==> src/vaq_pkg.sv <==
// Shared types, codes and constants of the voice allocation queue.
`default_nettype none
package vaq_pkg;

   // Field widths of the request and response words
   localparam int VoiceW     = 3;
   localparam int InstW      = 8;
   localparam int ModeW      = 8;
   localparam int CountW     = 8;
   localparam int FuncW      = 2;
   localparam int ReqDataW   = 32;
   localparam int RspDataW   = 8;

   // Default number of voices and its allowed range is 2 .. 8
   localparam int NumVoicesDefault = 6;

   // Modulo unit: four restoring steps per cycle over the 8-bit dividend
   localparam int DivBitsPerCycle = 4;

   // Owner code written into every entry at reset
   localparam logic [InstW-1:0] InstNone = 8'hff;

   // Assignment modes; every code from DedicatedBase up selects one voice
   localparam logic [ModeW-1:0] ModeAll       = 8'd0;
   localparam logic [ModeW-1:0] ModeLeft      = 8'd1;
   localparam logic [ModeW-1:0] ModeRight     = 8'd2;
   localparam logic [ModeW-1:0] DedicatedBase = 8'd3;

   typedef enum logic [FuncW-1:0] {
      FUNC_GET       = 2'd0,
      FUNC_GET_LAST  = 2'd1,
      FUNC_RELEASE   = 2'd2,
      FUNC_CLR_EXCL  = 2'd3
   } vaq_func_type;

   typedef enum logic [2:0] {
      ACT_NONE       = 3'd0,
      ACT_MOVE_GET   = 3'd1,
      ACT_MOVE_REUSE = 3'd2,
      ACT_RELEASE    = 3'd3,
      ACT_CLR_EXCL   = 3'd4
   } vaq_act_type;

   typedef struct packed {
      logic [VoiceW-1:0] voice;
      logic              assigned;
      logic              exclusive;
      logic [InstW-1:0]  instrument;
   } vaq_entry_type;

   typedef struct packed {
      logic load;
      logic div_step;
      logic search;
      logic commit;
   } vaq_cmd_type;

   typedef struct packed {
      logic div_last;
   } vaq_status_type;

endpackage
`default_nettype wire

==> src/voice_allocation_queue_unit.sv <==
// Top level of the voice allocation queue: sequencer plus datapath.
//
// Use: a synthesizer sends one request word per note event on the req_
// channel; req_tuser carries the function (get, get last, release, clear
// exclusive flags), req_tdata the instrument, assignment mode, voice count
// and voice number. Each request produces exactly one response word on the
// rsp_ channel: the voice number in rsp_tdata, and rsp_tuser high when no
// suitable voice existed (the voice number is then zero).
// Timing: an accepted request passes through the modulo unit (four quotient
// bits per cycle over the 8-bit mode offset), a search over the queue and a
// queue update; rsp_tvalid rises as that update is registered. req_tready
// rises again after that update, so the block takes a new request only once
// the previous one has been committed.
// Stall: the response sits in an output register; while the receiver holds
// rsp_tready low a further request is still accepted and processed, and
// its update waits until the pending word is taken; req_tready stays low
// meanwhile, so the input stalls.
// Reset: synchronous, active high; the queue returns to voice i at place i,
// all flags clear and no owner, and no response is pending.
`default_nettype none
module voice_allocation_queue_unit #(
   parameter int VOICE_SLOTS = vaq_pkg::NumVoicesDefault
) (
   input  wire logic                          clock,
   input  wire logic                          reset,
   input  wire logic                          req_tvalid,
   output logic                               req_tready,
   // [7:0] instrument, [15:8] assign_mode, [23:16] voice_count,
   // [26:24] voice_in, [31:27] zero
   input  wire logic [vaq_pkg::ReqDataW-1:0]  req_tdata,
   // [1:0] func
   input  wire logic [vaq_pkg::FuncW-1:0]     req_tuser,
   output logic                               rsp_tvalid,
   input  wire logic                          rsp_tready,
   // [2:0] voice_out, [7:3] zero
   output logic [vaq_pkg::RspDataW-1:0]       rsp_tdata,
   // [0] not_found
   output logic                               rsp_tuser
);

   vaq_pkg::vaq_cmd_type    cmd;
   vaq_pkg::vaq_status_type status;

   // sequencing and handshakes
   vaq_ctrl u_ctrl (
      .clock      (clock),
      .reset      (reset),
      .req_tvalid (req_tvalid),
      .req_tready (req_tready),
      .rsp_tvalid (rsp_tvalid),
      .rsp_tready (rsp_tready),
      .cmd        (cmd),
      .status     (status)
   );

   // queue storage, modulo, search and update
   vaq_dpath #(
      .VOICE_SLOTS (VOICE_SLOTS)
   ) u_dpath (
      .clock     (clock),
      .reset     (reset),
      .cmd       (cmd),
      .status    (status),
      .req_tdata (req_tdata),
      .req_tuser (req_tuser),
      .rsp_tdata (rsp_tdata),
      .rsp_tuser (rsp_tuser)
   );

endmodule
`default_nettype wire

==> src/vaq_ctrl.sv <==
// Sequencer of the voice allocation queue: handshakes and step commands.
`default_nettype none
module vaq_ctrl (
   input  wire logic                    clock,
   input  wire logic                    reset,
   input  wire logic                    req_tvalid,
   output logic                         req_tready,
   output logic                         rsp_tvalid,
   input  wire logic                    rsp_tready,
   output vaq_pkg::vaq_cmd_type         cmd,
   input  wire vaq_pkg::vaq_status_type status
);

   typedef enum logic [3:0] {
      S_IDLE   = 4'b0001,
      S_DIV    = 4'b0010,
      S_SEARCH = 4'b0100,
      S_COMMIT = 4'b1000
   } state_type;

   state_type state_ff, state_in;
   logic      rsp_valid_ff, rsp_valid_in;
   logic      out_free;

   assign out_free   = !rsp_valid_ff || rsp_tready;
   assign req_tready = (state_ff == S_IDLE);
   assign rsp_tvalid = rsp_valid_ff;

   always_comb begin
      cmd          = '0;
      state_in     = state_ff;
      unique case (state_ff)
         S_IDLE: begin
            if (req_tvalid) begin
               cmd.load = 1'b1;
               state_in = S_DIV;
            end
         end
         S_DIV: begin
            cmd.div_step = 1'b1;
            if (status.div_last) begin
               state_in = S_SEARCH;
            end
         end
         S_SEARCH: begin
            cmd.search = 1'b1;
            state_in   = S_COMMIT;
         end
         S_COMMIT: begin
            // hold the result until the output register is free
            if (out_free) begin
               cmd.commit = 1'b1;
               state_in   = S_IDLE;
            end
         end
         default: begin
            state_in = S_IDLE;
         end
      endcase
   end

   always_comb begin
      priority if (cmd.commit) begin
         rsp_valid_in = 1'b1;
      end else if (rsp_tready) begin
         rsp_valid_in = 1'b0;
      end else begin
         rsp_valid_in = rsp_valid_ff;
      end
   end

   always_ff @(posedge clock) begin
      if (reset) begin
         state_ff     <= S_IDLE;
         rsp_valid_ff <= 1'b0;
      end else begin
         state_ff     <= state_in;
         rsp_valid_ff <= rsp_valid_in;
      end
   end

endmodule
`default_nettype wire

==> src/vaq_dpath.sv <==
// Datapath of the voice allocation queue: queue, modulo unit, search, update.
`default_nettype none
module vaq_dpath #(
   parameter int VOICE_SLOTS = vaq_pkg::NumVoicesDefault
) (
   input  wire logic                          clock,
   input  wire logic                          reset,
   input  wire vaq_pkg::vaq_cmd_type          cmd,
   output vaq_pkg::vaq_status_type            status,
   input  wire logic [vaq_pkg::ReqDataW-1:0]  req_tdata,
   input  wire logic [vaq_pkg::FuncW-1:0]     req_tuser,
   output logic [vaq_pkg::RspDataW-1:0]       rsp_tdata,
   output logic                               rsp_tuser
);

   localparam int PosW  = $clog2(VOICE_SLOTS);
   localparam int Half  = VOICE_SLOTS / 2;
   localparam int NumW  = $clog2(VOICE_SLOTS + 1);
   localparam int VW    = vaq_pkg::VoiceW;
   localparam int IW    = vaq_pkg::InstW;
   localparam int MW    = vaq_pkg::ModeW;
   localparam int CW    = vaq_pkg::CountW;
   localparam int DivCycles = MW / vaq_pkg::DivBitsPerCycle;
   localparam int StepW = (DivCycles > 1) ? $clog2(DivCycles) : 1;

   // Latched request
   vaq_pkg::vaq_func_type func_ff;
   logic [IW-1:0]         inst_ff;
   logic [MW-1:0]         mode_ff;
   logic [CW-1:0]         count_ff;
   logic [VW-1:0]         vin_ff;

   // Modulo unit
   logic [MW-1:0]         dvd_ff, dvd_in;
   logic [VW-1:0]         rem_ff, rem_in;
   logic [StepW-1:0]      step_ff;

   // Search result
   vaq_pkg::vaq_act_type  act_ff, act_in;
   logic [PosW-1:0]       pos_ff, pos_in;
   logic                  excl_new_ff;

   // Queue, oldest first
   vaq_pkg::vaq_entry_type q_ff [VOICE_SLOTS];
   vaq_pkg::vaq_entry_type q_in [VOICE_SLOTS];

   // Response register
   logic [VW-1:0]         voice_out_ff, voice_out_in;
   logic                  not_found_ff, not_found_in;

   logic [NumW-1:0]        num_w;
   logic [VW:0]            div_w;
   logic                   dedicated;
   logic [VOICE_SLOTS-1:0] qual, vin_hit;
   logic                   get_found, vin_found, reuse;
   logic [PosW-1:0]        get_pos, vin_pos;

   assign status.div_last = (step_ff == StepW'(DivCycles - 1));
   assign rsp_tdata       = {(vaq_pkg::RspDataW - VW)'(0), voice_out_ff};
   assign rsp_tuser       = not_found_ff;

   // voices usable by the instrument, and the modulo divisor with zero read as one
   always_comb begin
      num_w = (count_ff > CW'(VOICE_SLOTS)) ? NumW'(VOICE_SLOTS) : count_ff[NumW-1:0];
      div_w = (num_w == '0) ? (VW+1)'(1) : (VW+1)'(num_w);
   end

   assign dedicated = (mode_ff >= vaq_pkg::DedicatedBase);

   // restoring modulo, several bits a cycle
   always_comb begin
      logic [VW:0]   r;
      logic [MW-1:0] d;
      r = {1'b0, rem_ff};
      d = dvd_ff;
      for (int k = 0; k < vaq_pkg::DivBitsPerCycle; k++) begin
         r = {r[VW-1:0], d[MW-1]};
         d = {d[MW-2:0], 1'b0};
         if (r >= div_w) begin
            r = r - div_w;
         end
      end
      rem_in = r[VW-1:0];
      dvd_in = d;
   end

   // qualify every entry
   always_comb begin
      logic [VW-1:0] v;
      logic          allowed;
      for (int i = 0; i < VOICE_SLOTS; i++) begin
         v = q_ff[i].voice;
         priority if (mode_ff == vaq_pkg::ModeAll) begin
            allowed = 1'b1;
         end else if (mode_ff == vaq_pkg::ModeLeft) begin
            allowed = (v < VW'(Half));
         end else if (mode_ff == vaq_pkg::ModeRight) begin
            if (num_w <= NumW'(Half)) begin
               allowed = (v < VW'(Half));
            end else begin
               allowed = (v >= VW'(Half)) && ({1'b0, v} < (VW+1)'(2 * Half));
            end
         end else begin
            allowed = (v == rem_ff);
         end
         qual[i]    = allowed &&
                      (!q_ff[i].exclusive || (q_ff[i].instrument == inst_ff) || dedicated);
         vin_hit[i] = (v == vin_ff);
      end
   end

   // first matching entry from the head
   always_comb begin
      get_found = 1'b0;
      get_pos   = '0;
      vin_found = 1'b0;
      vin_pos   = '0;
      for (int i = VOICE_SLOTS - 1; i >= 0; i--) begin
         if (qual[i]) begin
            get_found = 1'b1;
            get_pos   = PosW'(i);
         end
         if (vin_hit[i]) begin
            vin_found = 1'b1;
            vin_pos   = PosW'(i);
         end
      end
   end

   assign reuse = vin_found && (q_ff[vin_pos].instrument == inst_ff) &&
                  ({(CW - VW)'(0), vin_ff} < count_ff);

   always_comb begin
      act_in = vaq_pkg::ACT_NONE;
      pos_in = get_pos;
      unique case (func_ff)
         vaq_pkg::FUNC_GET: begin
            act_in = get_found ? vaq_pkg::ACT_MOVE_GET : vaq_pkg::ACT_NONE;
         end
         vaq_pkg::FUNC_GET_LAST: begin
            if (reuse) begin
               act_in = vaq_pkg::ACT_MOVE_REUSE;
               pos_in = vin_pos;
            end else begin
               act_in = get_found ? vaq_pkg::ACT_MOVE_GET : vaq_pkg::ACT_NONE;
            end
         end
         vaq_pkg::FUNC_RELEASE: begin
            act_in = vin_found ? vaq_pkg::ACT_RELEASE : vaq_pkg::ACT_NONE;
            pos_in = vin_pos;
         end
         vaq_pkg::FUNC_CLR_EXCL: begin
            act_in = vaq_pkg::ACT_CLR_EXCL;
         end
         default: begin
            act_in = vaq_pkg::ACT_NONE;
         end
      endcase
   end

   // queue update and result
   always_comb begin
      vaq_pkg::vaq_entry_type moved;
      for (int i = 0; i < VOICE_SLOTS; i++) begin
         q_in[i] = q_ff[i];
      end
      moved        = q_ff[pos_ff];
      voice_out_in = '0;
      not_found_in = 1'b0;
      unique case (act_ff)
         vaq_pkg::ACT_MOVE_GET, vaq_pkg::ACT_MOVE_REUSE: begin
            moved.assigned = 1'b1;
            if (act_ff == vaq_pkg::ACT_MOVE_GET) begin
               moved.exclusive  = excl_new_ff;
               moved.instrument = inst_ff;
            end
            for (int i = 0; i < VOICE_SLOTS - 1; i++) begin
               if (PosW'(i) >= pos_ff) begin
                  q_in[i] = q_ff[i + 1];
               end
            end
            q_in[VOICE_SLOTS - 1] = moved;
            voice_out_in          = moved.voice;
         end
         vaq_pkg::ACT_RELEASE: begin
            q_in[pos_ff].assigned = 1'b0;
            voice_out_in          = q_ff[pos_ff].voice;
         end
         vaq_pkg::ACT_CLR_EXCL: begin
            for (int i = 0; i < VOICE_SLOTS; i++) begin
               q_in[i].exclusive = 1'b0;
            end
         end
         vaq_pkg::ACT_NONE: begin
            not_found_in = 1'b1;
         end
         default: begin
            not_found_in = 1'b1;
         end
      endcase
   end

   // request latch and modulo unit
   always_ff @(posedge clock) begin
      if (cmd.load) begin
         inst_ff  <= req_tdata[IW-1:0];
         mode_ff  <= req_tdata[IW +: MW];
         count_ff <= req_tdata[IW+MW +: CW];
         vin_ff   <= req_tdata[IW+MW+CW +: VW];
         func_ff  <= vaq_pkg::vaq_func_type'(req_tuser);
         dvd_ff   <= req_tdata[IW +: MW] - vaq_pkg::DedicatedBase;
         rem_ff   <= '0;
         step_ff  <= '0;
      end else if (cmd.div_step) begin
         dvd_ff   <= dvd_in;
         rem_ff   <= rem_in;
         step_ff  <= step_ff + StepW'(1);
      end
   end

   always_ff @(posedge clock) begin
      if (cmd.search) begin
         act_ff      <= act_in;
         pos_ff      <= pos_in;
         excl_new_ff <= dedicated;
      end
      if (cmd.commit) begin
         voice_out_ff <= voice_out_in;
         not_found_ff <= not_found_in;
      end
   end

   always_ff @(posedge clock) begin
      if (reset) begin
         for (int i = 0; i < VOICE_SLOTS; i++) begin
            q_ff[i].voice      <= VW'(i);
            q_ff[i].assigned   <= 1'b0;
            q_ff[i].exclusive  <= 1'b0;
            q_ff[i].instrument <= vaq_pkg::InstNone;
         end
      end else if (cmd.commit) begin
         for (int i = 0; i < VOICE_SLOTS; i++) begin
            q_ff[i] <= q_in[i];
         end
      end
   end

endmodule
`default_nettype wire

==> config.mk <==
export PLATFORM = sky130hd
export DESIGN_NAME = voice_allocation_queue_unit
export DESIGN_NICKNAME = d
export VERILOG_FILES = /design/src/vaq_pkg.sv /design/src/voice_allocation_queue_unit.sv /design/src/vaq_ctrl.sv /design/src/vaq_dpath.sv
export SDC_FILE = /design/constraint.sdc
export NUM_CORES = 1
export LEC_CHECK = 0
export BUFFER_PORTS_ARGS = -buffer_cell sky130_fd_sc_hd__buf_2
export CORE_MARGIN = 2
export CORE_UTILIZATION = 50
export CTS_CLUSTER_DIAMETER = 50
export DETAILED_ROUTE_END_ITERATION = 10
export PLACE_DENSITY = 0.7
export SKIP_CTS_REPAIR_TIMING = 1
export SLEW_MARGIN = 20
export SYNTH_ARGS = -nofsm -noshare
export SYNTH_HDL_FRONTEND = slang
export SYNTH_HIERARCHICAL = 1
export SYNTH_SLANG_ARGS = --single-unit
==> constraint.sdc <==
create_clock -name clock -period 6.59 [get_ports clock]
set_input_delay 0.3295 -clock clock [delete_from_list [all_inputs] [get_ports clock]]
set_output_delay 0.3295 -clock clock [all_outputs]
set_load 0.02 [all_outputs]
==> results.json <==
{
  "status": "finished, final reports clean",
  "fin_total_pwr_mw": 2.54,
  "cp_top_family": "compound AO/OA/AOI/OAI gates",
  "syn_avg_cell_area_um2": 9.75,
  "final_cell_count_no_fill": 1206,
  "crit_path_end_kind": "register",
  "cp_max_fo": 4,
  "dp.cells": 1174,
  "utilization_pct": 55.2,
  "cp.arrival_ns": 6.55,
  "synth_edf_count": 120,
  "synth_compound_area_share_pct": 15.8,
  "gp_congestion": 0.895,
  "setup.worst_path.class": "reg2reg",
  "core_um2": 18600,
  "seqCellArea_um2": 3840,
  "drtIter0Drc": 795,
  "rsz0062_at_grt": "false",
  "slew_viol_final": 0,
  "synth_fa_ha_area_share_pct": 3.47,
  "dp_hpwl_um": 16700,
  "vias": 7650,
  "hold_slack_ns": 0.0722,
  "placementRows": 50,
  "synth_area_um2": 9460,
  "setup_violations": 0,
  "cts_buffers": 17,
  "synth.yosys.seq_area_share_pct": 40.6,
  "multi_input_area_um2": 5080,
  "drt-total-wl_um": 24700,
  "wl_per_cell_um": 20.5,
  "rrSetupSlack_ns": 0.36,
  "synth_top_family_by_area": "simple AND/OR/NAND/NOR gates",
  "viasPerCell": 6.34,
  "most-common-layout-cells": "nand2_1, edfxtp_1, nor2_1, xor2_1, xnor2_1",
  "clockBufferDepth": 2,
  "io-pin-count": 49,
  "synthXorXnorAreaFrac_pct": 9.72,
  "slowest_delay_ns": 0.43,
  "postRouteAntennaNets": 0,
  "startpoint_type": "register",
  "clk_latency_ns": 0.43,
  "tightest_slew_ns": 0.944,
  "final.min_clock_period_ns": 6.23,
  "powerDensity_nw_per_um2": 247,
  "r2r_cells": 27,
  "hold_path_end": "u_dpath/inst_ff[0]",
  "fmax_ghz": 0.160,
  "tns_ns": 0,
  "slowest_stage": "a2111o_1",
  "track_usage_pct": 25.4,
  "synth-main-ff-cell": "edfxtp_1",
  "die_w_um": 142,
  "rr_startpoint": "u_dpath/count_ff[6]",
  "cp_num_buf_inv": 3,
  "remaining_drc_errors": 0,
  "drv_cap": 0,
  "grt_pass1_wl_um": 39200,
  "ys_warn_count": 6,
  "clock_sinks": 132,
  "fillers": 1643,
  "grt_pass1_vias": 7161,
  "die-area_um2": 20000,
  "antenna_found_initial": 0,
  "r2r_end": "u_dpath/rem_ff[1]",
  "antenna_cells": 0,
  "worst_slew_margin_rel_pct": 36.9,
  "yosys.area_share.simple_pct": 18.4,
  "h-tree-depth": 4,
  "cts-root-buf": "clkbuf_16",
  "period_share_pct": 94.6,
  "nNetsFinal": 1020,
  "yosys_register_bits": 132,
  "grt_max_degree": 63,
  "holdPathStages": 1,
  "hold_class": "in2reg",
  "dr.pass1.iters": 5,
  "area_growth_pct": 8.86,
  "hold_viol": 0,
  "yosys-mux-area-fraction_pct": 5.63,
  "synthesis.instances": 970,
  "yosysUniqueCellTypes": 88,
  "p_leak_nw": 3.73,
  "port_buffers": 38,
  "min_from": "req_tdata[0]",
  "drive_gt1_share_pct": 13.7,
  "clkTransAtPathRegs_ns": 0.07,
  "grt_overflow": 0,
  "skew_ns": 0.0103,
  "initial_core_util_pct": 50.7,
  "async_reset_ff_share_pct": 0,
  "worstPathRequired_ns": 6.91,
  "cts_tree": "done",
  "peakVddDrop_v": 0.000193,
  "dieHeight_um": 142
}
-- layout make-up --
cell class / instances / area share (%)
tap: 234 / 2.84
clock buffer: 18 / 4.17
timing repair buffer: 54 / 3.01
sequential: 132 / 37.3
inverter: 38 / 1.39
clock inverter: 14 / 1.97
multi-input combinational: 716 / 49.3
-- routing by layer --
| layer | vias to the layer above | part of all wire (%) | global-route usage [%] |
|---|---|---|---|
| li1 | 3535 | - | - |
| met1 | 3648 | 43 | 34.5 |
| met2 | 408 | 46 | 39.7 |
| met3 | 59 | 8.4 | 6.04 |
| met4 | 0 | 3.0 | 9.37 |
| met5 | - | 0 | 0 |
-- synthesized netlist by cell type (4+ instances only) --
| cell type | number | area [µm²] |
|---|---|---|
| mux2i_1 | 18 | 180 |
| a311oi_1 | 5 | 43.8 |
| o31a_1 | 5 | 43.8 |
| o211ai_1 | 21 | 158 |
| nand3_1 | 43 | 215 |
| xnor2_1 | 46 | 403 |
| clkbuf_1 | 45 | 169 |
| edfxtp_1 | 120 | 3600 |
| inv_1 | 38 | 143 |
| buf_6 | 7 | 78.8 |
| buf_4 | 13 | 97.6 |
| fa_1 | 4 | 80.1 |
| a221oi_1 | 10 | 87.6 |
| nor3b_1 | 4 | 30.0 |
| mux2_2 | 6 | 67.6 |
| o221ai_1 | 6 | 52.6 |
| a211oi_1 | 14 | 105 |
| ha_1 | 19 | 238 |
| o21ai_0 | 17 | 85.1 |
| nor2_1 | 63 | 236 |
| a31oi_1 | 4 | 25.0 |
| a2111oi_0 | 9 | 78.8 |
| xor2_1 | 59 | 517 |
| and2_1 | 11 | 68.8 |
| and3_1 | 13 | 81.3 |
| nand4_1 | 14 | 87.6 |
| nor4_1 | 15 | 93.8 |
| a21o_1 | 9 | 67.6 |
| buf_1 | 6 | 22.5 |
| mux4_2 | 11 | 248 |
| or4_1 | 5 | 37.5 |
| nand2_1 | 121 | 454 |
| a21oi_1 | 44 | 220 |
| buf_2 | 16 | 80.1 |
| dfxtp_1 | 12 | 240 |
| a211o_1 | 4 | 35.0 |
| o32ai_1 | 9 | 78.8 |
| nor2b_1 | 14 | 87.6 |
| nand2b_1 | 7 | 43.8 |
| or2_2 | 6 | 37.5 |
| nor3_1 | 15 | 75.1 |
-- logic make-up (layout without fill, tap and decap cells) --
family / count (synthesis) / count (layout)
and+or+nand+nor: 348 / 348
AOI/OAI and AO/OA: 197 / 197
DFF: 132 / 132
buffers and inverters: 126 / 124
xor gates and xnor gates: 105 / 105
muxes: 37 / 37
adders and majority gates: 24 / 24
other: 1 / 5
-- sequential cells by signal (all words and copies together) (netlist names), 2 cells and up, named ones only --
| signal | count |
|---|---|
| u_dpath/dvd_ff | 8 |
| u_dpath/count_ff | 8 |
| u_dpath/voice_out_ff | 3 |
| u_dpath/act_ff | 3 |
| u_dpath/vin_ff | 3 |
| u_dpath/pos_ff | 3 |
| u_dpath/q_ff | 72 |
| u_dpath/rem_ff | 3 |
| u_dpath/func_ff | 2 |
| u_dpath/inst_ff | 8 |
| u_dpath/mode_ff | 8 |
| u_ctrl/state_ff | 4 |
-- how the worst max path moves through the flow --
| stage | slack, ns | to | cells after the start | from |
|---|---|---|---|---|
| finish | 0.36 | u_dpath/rem_ff[1] | 27 | u_dpath/count_ff[6] |
| global route | 0.01 | u_dpath/rem_ff[2] | 26 | u_dpath/count_ff[6] |
| CTS | 0.04 | u_dpath/rem_ff[1] | 27 | u_dpath/count_ff[6] |
| detailed placement | 0.08 | u_dpath/rem_ff[2] | 27 | u_dpath/count_ff[6] |
| global placement | 0.28 | u_dpath/rem_ff[2] | 27 | u_dpath/count_ff[6] |
| floorplan | 0.14 | u_dpath/rem_ff[2] | 25 | u_dpath/count_ff[6] |
-- per-stage QoR --
stage	instance area, µm²	setup slack [ns]
2_1_floorplan	9470	0.143
3_3_place_gp	9640	0.284
3_5_place_dp	9640	0.0768
4_1_cts	10300	0.0402
5_1_grt	10300	0.0138
6_report	10300	0.358
-- power breakdown --
| group | leakage [nW] | internal, mW | switching, mW |
|---|---|---|---|
| combinational | 2.33 | 0.220 | 0.279 |
| sequential | 1.10 | 0.950 | 0.0567 |
| clock | 0.301 | 0.639 | 0.394 |
| total | 3.73 | 1.81 | 0.730 |
No activity file was read; power rests on OpenSTA's default activity.
